$ cat src/rtl/pst_pkg.sv
// Shared types and codes for the process status table.
package pst_pkg;

  localparam int unsigned EXIT_W   = 16;
  localparam int unsigned STATUS_W = 3;

  typedef enum logic [1:0] {
    REQ_INSERT    = 2'd0,
    REQ_TERMINATE = 2'd1,
    REQ_REMOVE    = 2'd2,
    REQ_SEARCH    = 2'd3
  } req_e;

  localparam logic [1:0] MODE_KEEP      = 2'd0;
  localparam logic [1:0] MODE_OVERWRITE = 2'd1;

  typedef enum logic [STATUS_W-1:0] {
    STS_ADDED     = 3'd0,
    STS_OK        = 3'd1,
    STS_NOT_FOUND = 3'd2,
    STS_EXISTS    = 3'd3,
    STS_BAD_MODE  = 3'd4,
    STS_FULL      = 3'd5
  } status_e;

  typedef enum logic [3:0] {
    ST_CLEAR  = 4'b0001,
    ST_IDLE   = 4'b0010,
    ST_SCAN   = 4'b0100,
    ST_DECIDE = 4'b1000
  } state_e;

endpackage

$ cat src/rtl/process_status_table.sv
// Process status table: keyed store of process IDs with run flag and exit status.
//
// The block holds up to TABLE_ENTRIES process IDs in a single-port-write,
// single-port-read memory. Each slot word carries a valid bit, the key, a
// running flag and a 16-bit exit status. After reset the block first sweeps
// the memory and clears every valid bit, one slot a cycle, so in_stall_o stays
// high until the sweep is done, before the first request word is taken. A
// request is then handled one at a time: the sequencer walks every slot
// through the one read port and one key comparator, remembering the lowest
// matching slot and the lowest free slot, and then performs the single
// write-back (insert, revive, mark terminated or remove) and loads the result
// word. A request passes through the idle state that accepts it, the scan
// state that reads every slot and inspects each registered read word, and
// the decision state. The result sits in an output register, so the next
// request word is accepted while the previous
// result still waits; a new result only stalls in the decision cycle if the
// old one has not been taken yet. entry_count_o reports the number of valid
// slots after the request. Only the low KEY_BITS bits of the process ID form
// the key.
module process_status_table #(
  parameter int unsigned TABLE_ENTRIES = 64,
  parameter int unsigned KEY_BITS      = 22
) (
  input  logic                                    clk_i,
  input  logic                                    rst_ni,
  // request channel
  input  logic                                    in_valid_i,
  output logic                                    in_stall_o,
  input  logic [1:0]                              req_type_i,
  input  logic [KEY_BITS-1:0]                     proc_id_i,
  input  logic [1:0]                              insert_mode_i,
  input  logic [pst_pkg::EXIT_W-1:0]              exit_code_i,
  // result channel
  output logic                                    out_valid_o,
  input  logic                                    out_stall_i,
  output logic [pst_pkg::STATUS_W-1:0]            status_code_o,
  output logic                                    entry_running_o,
  output logic [pst_pkg::EXIT_W-1:0]              entry_exit_o,
  output logic [$clog2(TABLE_ENTRIES+1)-1:0]      entry_count_o
);

  localparam int unsigned IdxW = $clog2(TABLE_ENTRIES);
  localparam int unsigned CntW = $clog2(TABLE_ENTRIES + 1);
  localparam logic [CntW-1:0] NumEntries = CntW'(TABLE_ENTRIES);
  localparam logic [IdxW-1:0] LastIdx    = IdxW'(TABLE_ENTRIES - 1);

  // One memory word per slot.
  typedef struct packed {
    logic                       valid;
    logic [KEY_BITS-1:0]        key;
    logic                       running;
    logic [pst_pkg::EXIT_W-1:0] exit_val;
  } slot_t;

  slot_t slot_mem [TABLE_ENTRIES];
  slot_t rdata_q;

  // Sequencer and request registers.
  pst_pkg::state_e state_q, state_d;
  logic [CntW-1:0]  scan_q, scan_d;        // slot being read (also clear pointer)
  logic             rd_pend_q, rd_pend_d;  // rdata_q holds a slot to inspect
  logic [IdxW-1:0]  rd_idx_q, rd_idx_d;

  pst_pkg::req_e              req_q;
  logic [KEY_BITS-1:0]        key_q;
  logic [1:0]                 mode_q;
  logic [pst_pkg::EXIT_W-1:0] code_q;

  // Scan findings.
  logic                       hit_q, hit_d;
  logic [IdxW-1:0]            hit_idx_q, hit_idx_d;
  logic                       hit_run_q, hit_run_d;
  logic [pst_pkg::EXIT_W-1:0] hit_exit_q, hit_exit_d;
  logic                       free_q, free_d;
  logic [IdxW-1:0]            free_idx_q, free_idx_d;

  logic [CntW-1:0] count_q, count_d;

  // Result register.
  logic                       out_valid_q, out_valid_d;
  pst_pkg::status_e           status_q, status_d;
  logic                       run_q, run_d;
  logic [pst_pkg::EXIT_W-1:0] exit_q, exit_d;
  logic [CntW-1:0]            ocount_q, ocount_d;

  // Memory write port.
  logic            mem_we;
  logic [IdxW-1:0] mem_waddr;
  slot_t           mem_wdata;

  logic in_accept;
  logic out_free;

  assign in_stall_o = (state_q != pst_pkg::ST_IDLE);
  assign in_accept  = in_valid_i && !in_stall_o;
  // The result register can take a new word this cycle.
  assign out_free   = !out_valid_q || !out_stall_i;

  always_comb begin
    state_d    = state_q;
    scan_d     = scan_q;
    rd_pend_d  = 1'b0;
    rd_idx_d   = rd_idx_q;
    hit_d      = hit_q;
    hit_idx_d  = hit_idx_q;
    hit_run_d  = hit_run_q;
    hit_exit_d = hit_exit_q;
    free_d     = free_q;
    free_idx_d = free_idx_q;
    count_d    = count_q;
    mem_we     = 1'b0;
    mem_waddr  = scan_q[IdxW-1:0];
    mem_wdata  = '0;

    out_valid_d = out_valid_q && out_stall_i;
    status_d    = status_q;
    run_d       = run_q;
    exit_d      = exit_q;
    ocount_d    = ocount_q;

    unique case (state_q)
      pst_pkg::ST_CLEAR: begin
        // Sweep every slot and drop its valid bit.
        mem_we = 1'b1;
        scan_d = scan_q + CntW'(1);
        if (scan_q[IdxW-1:0] == LastIdx) begin
          state_d = pst_pkg::ST_IDLE;
        end
      end

      pst_pkg::ST_IDLE: begin
        if (in_accept) begin
          scan_d  = '0;
          hit_d   = 1'b0;
          free_d  = 1'b0;
          state_d = pst_pkg::ST_SCAN;
        end
      end

      pst_pkg::ST_SCAN: begin
        // Issue the next read.
        if (scan_q != NumEntries) begin
          rd_pend_d = 1'b1;
          rd_idx_d  = scan_q[IdxW-1:0];
          scan_d    = scan_q + CntW'(1);
        end
        // Inspect the slot read last cycle; keep the lowest hit and free slot.
        if (rd_pend_q) begin
          if (rdata_q.valid && (rdata_q.key == key_q) && !hit_q) begin
            hit_d      = 1'b1;
            hit_idx_d  = rd_idx_q;
            hit_run_d  = rdata_q.running;
            hit_exit_d = rdata_q.exit_val;
          end
          if (!rdata_q.valid && !free_q) begin
            free_d     = 1'b1;
            free_idx_d = rd_idx_q;
          end
          if (rd_idx_q == LastIdx) begin
            state_d = pst_pkg::ST_DECIDE;
          end
        end
      end

      pst_pkg::ST_DECIDE: begin
        // Hold here until the result register is free, then commit once.
        if (out_free) begin
          out_valid_d = 1'b1;
          state_d     = pst_pkg::ST_IDLE;
          run_d       = hit_run_q;
          exit_d      = hit_exit_q;
          mem_waddr   = hit_idx_q;
          if (!hit_q) begin
            run_d  = 1'b0;
            exit_d = '0;
          end
          unique case (req_q)
            pst_pkg::REQ_INSERT: begin
              if (hit_q) begin
                case (mode_q)
                  pst_pkg::MODE_KEEP: status_d = pst_pkg::STS_EXISTS;
                  pst_pkg::MODE_OVERWRITE: begin
                    status_d  = pst_pkg::STS_OK;
                    run_d     = 1'b1;
                    mem_we    = 1'b1;
                    mem_wdata = '{valid: 1'b1, key: key_q, running: 1'b1,
                                  exit_val: hit_exit_q};
                  end
                  default: status_d = pst_pkg::STS_BAD_MODE;
                endcase
              end else if (free_q) begin
                status_d  = pst_pkg::STS_ADDED;
                run_d     = 1'b1;
                exit_d    = '0;
                mem_we    = 1'b1;
                mem_waddr = free_idx_q;
                mem_wdata = '{valid: 1'b1, key: key_q, running: 1'b1, exit_val: '0};
                count_d   = count_q + CntW'(1);
              end else begin
                status_d = pst_pkg::STS_FULL;
              end
            end
            pst_pkg::REQ_TERMINATE: begin
              if (hit_q) begin
                status_d  = pst_pkg::STS_OK;
                run_d     = 1'b0;
                exit_d    = code_q;
                mem_we    = 1'b1;
                mem_wdata = '{valid: 1'b1, key: key_q, running: 1'b0, exit_val: code_q};
              end else begin
                status_d = pst_pkg::STS_NOT_FOUND;
              end
            end
            pst_pkg::REQ_REMOVE: begin
              if (hit_q) begin
                status_d  = pst_pkg::STS_OK;
                mem_we    = 1'b1;
                mem_wdata = '0;
                if (count_q != '0) begin
                  count_d = count_q - CntW'(1);
                end
              end else begin
                status_d = pst_pkg::STS_NOT_FOUND;
              end
            end
            pst_pkg::REQ_SEARCH: begin
              status_d = hit_q ? pst_pkg::STS_OK : pst_pkg::STS_NOT_FOUND;
            end
            default: status_d = pst_pkg::STS_NOT_FOUND;
          endcase
          ocount_d = count_d;
        end
      end

      default: state_d = pst_pkg::ST_CLEAR;
    endcase
  end

  // Slot memory: one write port, one registered read port.
  always_ff @(posedge clk_i) begin
    if (mem_we) begin
      slot_mem[mem_waddr] <= mem_wdata;
    end
    rdata_q <= slot_mem[scan_q[IdxW-1:0]];
  end

  // Control state.
  always_ff @(posedge clk_i or negedge rst_ni) begin
    if (!rst_ni) begin
      state_q     <= pst_pkg::ST_CLEAR;
      scan_q      <= '0;
      rd_pend_q   <= 1'b0;
      hit_q       <= 1'b0;
      free_q      <= 1'b0;
      count_q     <= '0;
      out_valid_q <= 1'b0;
    end else begin
      state_q     <= state_d;
      scan_q      <= scan_d;
      rd_pend_q   <= rd_pend_d;
      hit_q       <= hit_d;
      free_q      <= free_d;
      count_q     <= count_d;
      out_valid_q <= out_valid_d;
    end
  end

  // Payload registers.
  always_ff @(posedge clk_i) begin
    if (in_accept) begin
      req_q  <= pst_pkg::req_e'(req_type_i);
      key_q  <= proc_id_i;
      mode_q <= insert_mode_i;
      code_q <= exit_code_i;
    end
    rd_idx_q   <= rd_idx_d;
    hit_idx_q  <= hit_idx_d;
    hit_run_q  <= hit_run_d;
    hit_exit_q <= hit_exit_d;
    free_idx_q <= free_idx_d;
    status_q   <= status_d;
    run_q      <= run_d;
    exit_q     <= exit_d;
    ocount_q   <= ocount_d;
  end

  assign out_valid_o     = out_valid_q;
  assign status_code_o   = status_q;
  assign entry_running_o = run_q;
  assign entry_exit_o    = exit_q;
  assign entry_count_o   = ocount_q;

endmodule

$ cat config.mk
export PLATFORM = sky130hd
export DESIGN_NAME = process_status_table
export DESIGN_NICKNAME = d
export VERILOG_FILES = /design/src/rtl/pst_pkg.sv /design/src/rtl/process_status_table.sv
export SDC_FILE = /design/constraint.sdc
export NUM_CORES = 2
export LEC_CHECK = 0
export BUFFER_PORTS_ARGS = -buffer_cell sky130_fd_sc_hd__buf_2
export CAP_MARGIN = 20
export CORE_MARGIN = 2
export CORE_UTILIZATION = 47
export CTS_CLUSTER_SIZE = 30
export DETAILED_ROUTE_END_ITERATION = 16
export HOLD_SLACK_MARGIN = 0.05
export SETUP_SLACK_MARGIN = 0.2
export SYNTH_ARGS = -nofsm -noshare
export SYNTH_HDL_FRONTEND = slang
export SYNTH_SLANG_ARGS = --single-unit
$ cat constraint.sdc
create_clock -name clk_i -period 5.9 [get_ports clk_i]
set_input_delay 1.18 -clock clk_i [delete_from_list [all_inputs] [get_ports clk_i]]
set_output_delay 1.18 -clock clk_i [all_outputs]
set_load 0.02 [all_outputs]
==> qor.yml <==
logic_synthesis:
  synthTopCellsByArea: "edfxtp_1 (77%), mux4_2 (14%), a22oi_1 (2.2%), a21oi_1 (0.99%), dfxtp_1 (0.78%)"
  ys_ff_latch: 2726
  synth_cell_types: 68
  async_flop_share_pct: 0.807
  synth-edff-count: 2664
  synth-seq-area-share_pct: 78.8
  syn_inst: 4622
  syn-num-nets: 4677
  yosysWarnings: 0
  synth_largest_area_cell: "edfxtp_1"
  synth_top_cell_area_share_pct: 77.5
  avgSynthCellArea_um2: 22.3
  synthFlopType: "edfxtp_1"
  netlist_area_mm2: 0.103
sta:
  grt_setup_unrepaired: "false"
  hold_violations: 0
  period_minus_slack_ns: 4.97
  setup_slack_ns: 0.927
  max_freq_ghz: 0.201
  slew_headroom_pct: 28.1
  setup_violations: 0
  drv_slew: 0
  tightest_slew_ns: 1.07
  finalSetupTns_ns: 0
  hold-worst-slack_ns: 0.282
  clock-skew-final_ns: 0.0638
  finalCritPeriodShare_pct: 84.3
route:
  vias: 50500
  drt-initial-drc-count: 6137
  finalWirelength_mm: 270
  ant_nets: 0
  wl_per_cell_um: 33.5
  dr.pass1.iters: 7
  drc_errors: 0
  avgViaCountPerCell: 6.28
layout:
  seq_area_mm2: 0.0814
  multiInputGateArea_mm2: 0.0213
  design_area_mm2: 0.118
  stdcell_count: 8053
  syn_to_final_growth_pct: 14.6
  drive_above_1_share_pct: 28.8
  utilization_pct: 54.0
  fin_nets: 5019
  fillers: 16500
clock_tree:
  clock_sinks: 2726
  cts.clk_slew.worst_paths_ns: 0.06
  clock_latency_ns: 0.93
  clockRootBuffer: "clkbuf_16"
  cts_tree: "done"
  clockBufferDepth: 4
  numCtsBuffers: 297
  cts_resized: 0
  cts_hold_buf: 0
  post_cts_buffers: 0
  htreeDepth: 5
worst_setup_path:
  slowest_delay_ns: 0.93
  cp_slowest_cell: "nor4b_2"
  start_kind: "register"
  cp_cell_sequence: "nor4b_2 -> nand2_1 -> clkinv_1 -> mux2i_1 -> nand3_1 -> nor2_4 -> buf_12"
  crit_path_end_kind: "register"
  crit_fanout: 23
  cpLargestDelayFamily: "simple AND/OR/NAND/NOR gates"
  arrival_ns: 5.53
  timing_worst_setup_path_type: "register to register"
  reg2reg_from: "state_q[3]"
  critPathRequiredTime_ns: 6.45
  cp_num_buf_inv: 2
  timing.critical_path.from: "state_q[3]"
  ff2ff_setup_slack_ns: 0.93
placed_design:
  place_ws_ns: 0.918
  place_area_mm2: 0.109
  hpwl_mm: 157
  gp_congestion: 0.882
  placed_cells: 7533
  port_buffers: 74
pwr:
  p_leak_nw: 33.1
  total_power_mw: 53.9
  power.density_mw_per_mm2: 455
  ir_worst_vdd_mv: 0.485
min_path:
  hp-class: "primary input to async pin"
die:
  die-area_mm2: 0.223
  core_mm2: 0.219
  initial_utilization_pct: 47.1
  fp.dieH_um: 473
  ios: 75
  fp.dieW_um: 473
  rows: 172
global_route:
  grtUsageTotal_pct: 24.1
  grt_pass1_vias: 50600
  antenna_found_initial: 15
  grt_pass1_wl_mm: 381
  grt_max_degree: 122
  overflow: 0
job:
  max-cap-violations: 0
run_status:
  outcome: "finished clean"
==> sequential cells by signal, summed over array words and instances, names as in the netlist, 2 cells and up <==
signal	flops
key_q	22
status_code_o	3
rd_idx_q	6
hit_exit_q	16
req_q	2
code_q	16
free_idx_q	6
rdata_q	40
hit_idx_q	6
entry_exit_o	16
scan_q	7
entry_count_o	7
mode_q	2
slot_mem	2560
state_q	4
count_q	7
==> cell type report <==
| type | instances | share of cell area [%] |
|---|---|---|
| repair buffers | 306 | 2.22 |
| flip-flops and latches | 2726 | 68.7 |
| clock inverters | 137 | 1.15 |
| multi-input cells | 1613 | 18.0 |
| well taps | 2871 | 3.04 |
| diodes | 3 | 0.00634 |
| inverters | 20 | 0.0634 |
| clock buffers | 377 | 6.79 |
==> kinds of logic (layout without fill, tap and decap cells) <==
group | after synthesis | after routing | share of synthesized area, %
DFF | 2726 | 2726 | 78.8
other | 0 | 3 | 0
muxes | 656 | 656 | 14.1
AOI/OAI and AO/OA | 592 | 592 | 3.83
xor gates and xnor gates | 23 | 23 | 0.195
and+or+nand+nor | 333 | 333 | 1.67
adders and majority gates | 9 | 9 | 0.109
buffers and inverters | 283 | 840 | 1.31
==> power by group <==
group / total (mW) / internal, mW / switching, mW
registers: 23.3 / 22.7 / 0.674
clock network: 18.0 / 10.7 / 7.28
logic: 12.5 / 4.79 / 7.75
total: 53.9 / 38.2 / 15.7
==> path summary, 6_finish.rpt <==
check | endpoint | cells past startpoint
worst max-delay path | slot_mem[17][18] | 7
worst min-delay path | count_q[3] | 1
worst max register to register | slot_mem[17][18] | 7
worst min register to register | hit_exit_q[6] | 0
max in group asynchronous | scan_q[1] | 1
min in group clk_i | hit_exit_q[6] | 0
==> synth_stat cells (8+ instances only) <==
master and number:
a21oi_1 204, a22oi_1 299, a31oi_1 10, and2_1 26, buf_1 28, buf_2 55
buf_4 12, buf_6 24, clkbuf_1 144, dfrtp_1 21, dfxtp_1 40, edfxtp_1 2664
ha_1 9, inv_1 18, mux2_2 10, mux2i_1 8, mux4_2 638, nand2_1 95
nand3_1 17, nor2_1 90, nor4_1 9, o211ai_1 11, o21ai_0 17, or4_1 40
xor2_1 18
==> cells in the final DEF (no fill, tap or decap), types with 14 or more instances in the layout <==
cell / instances
a21oi_1: 187
a21oi_4: 17
a22oi_1: 299
and2_1: 14
buf_12: 40
buf_2: 74
buf_4: 191
bufinv_16: 26
clkbuf_1: 57
clkbuf_16: 303
clkbuf_8: 17
clkinv_1: 46
clkinv_2: 45
clkinvlp_4: 14
dfrtp_1: 18
dfxtp_1: 40
edfxtp_1: 2664
inv_1: 17
mux4_2: 638
nand2_1: 93
nand3_1: 17
nor2_1: 24
nor2_4: 66
o21ai_0: 17
or4_1: 40
xor2_1: 18
==> layer usage <==
metal,part of all wire [%],up-vias,track usage (%)
met4,2.5,2,6.35
li1,-,20400,-
met3,8.4,444,4.84
met1,42,27400,34.9
met5,0.0048,-,0
met2,48,2261,37.6
(Power assumes the default switching activity.)
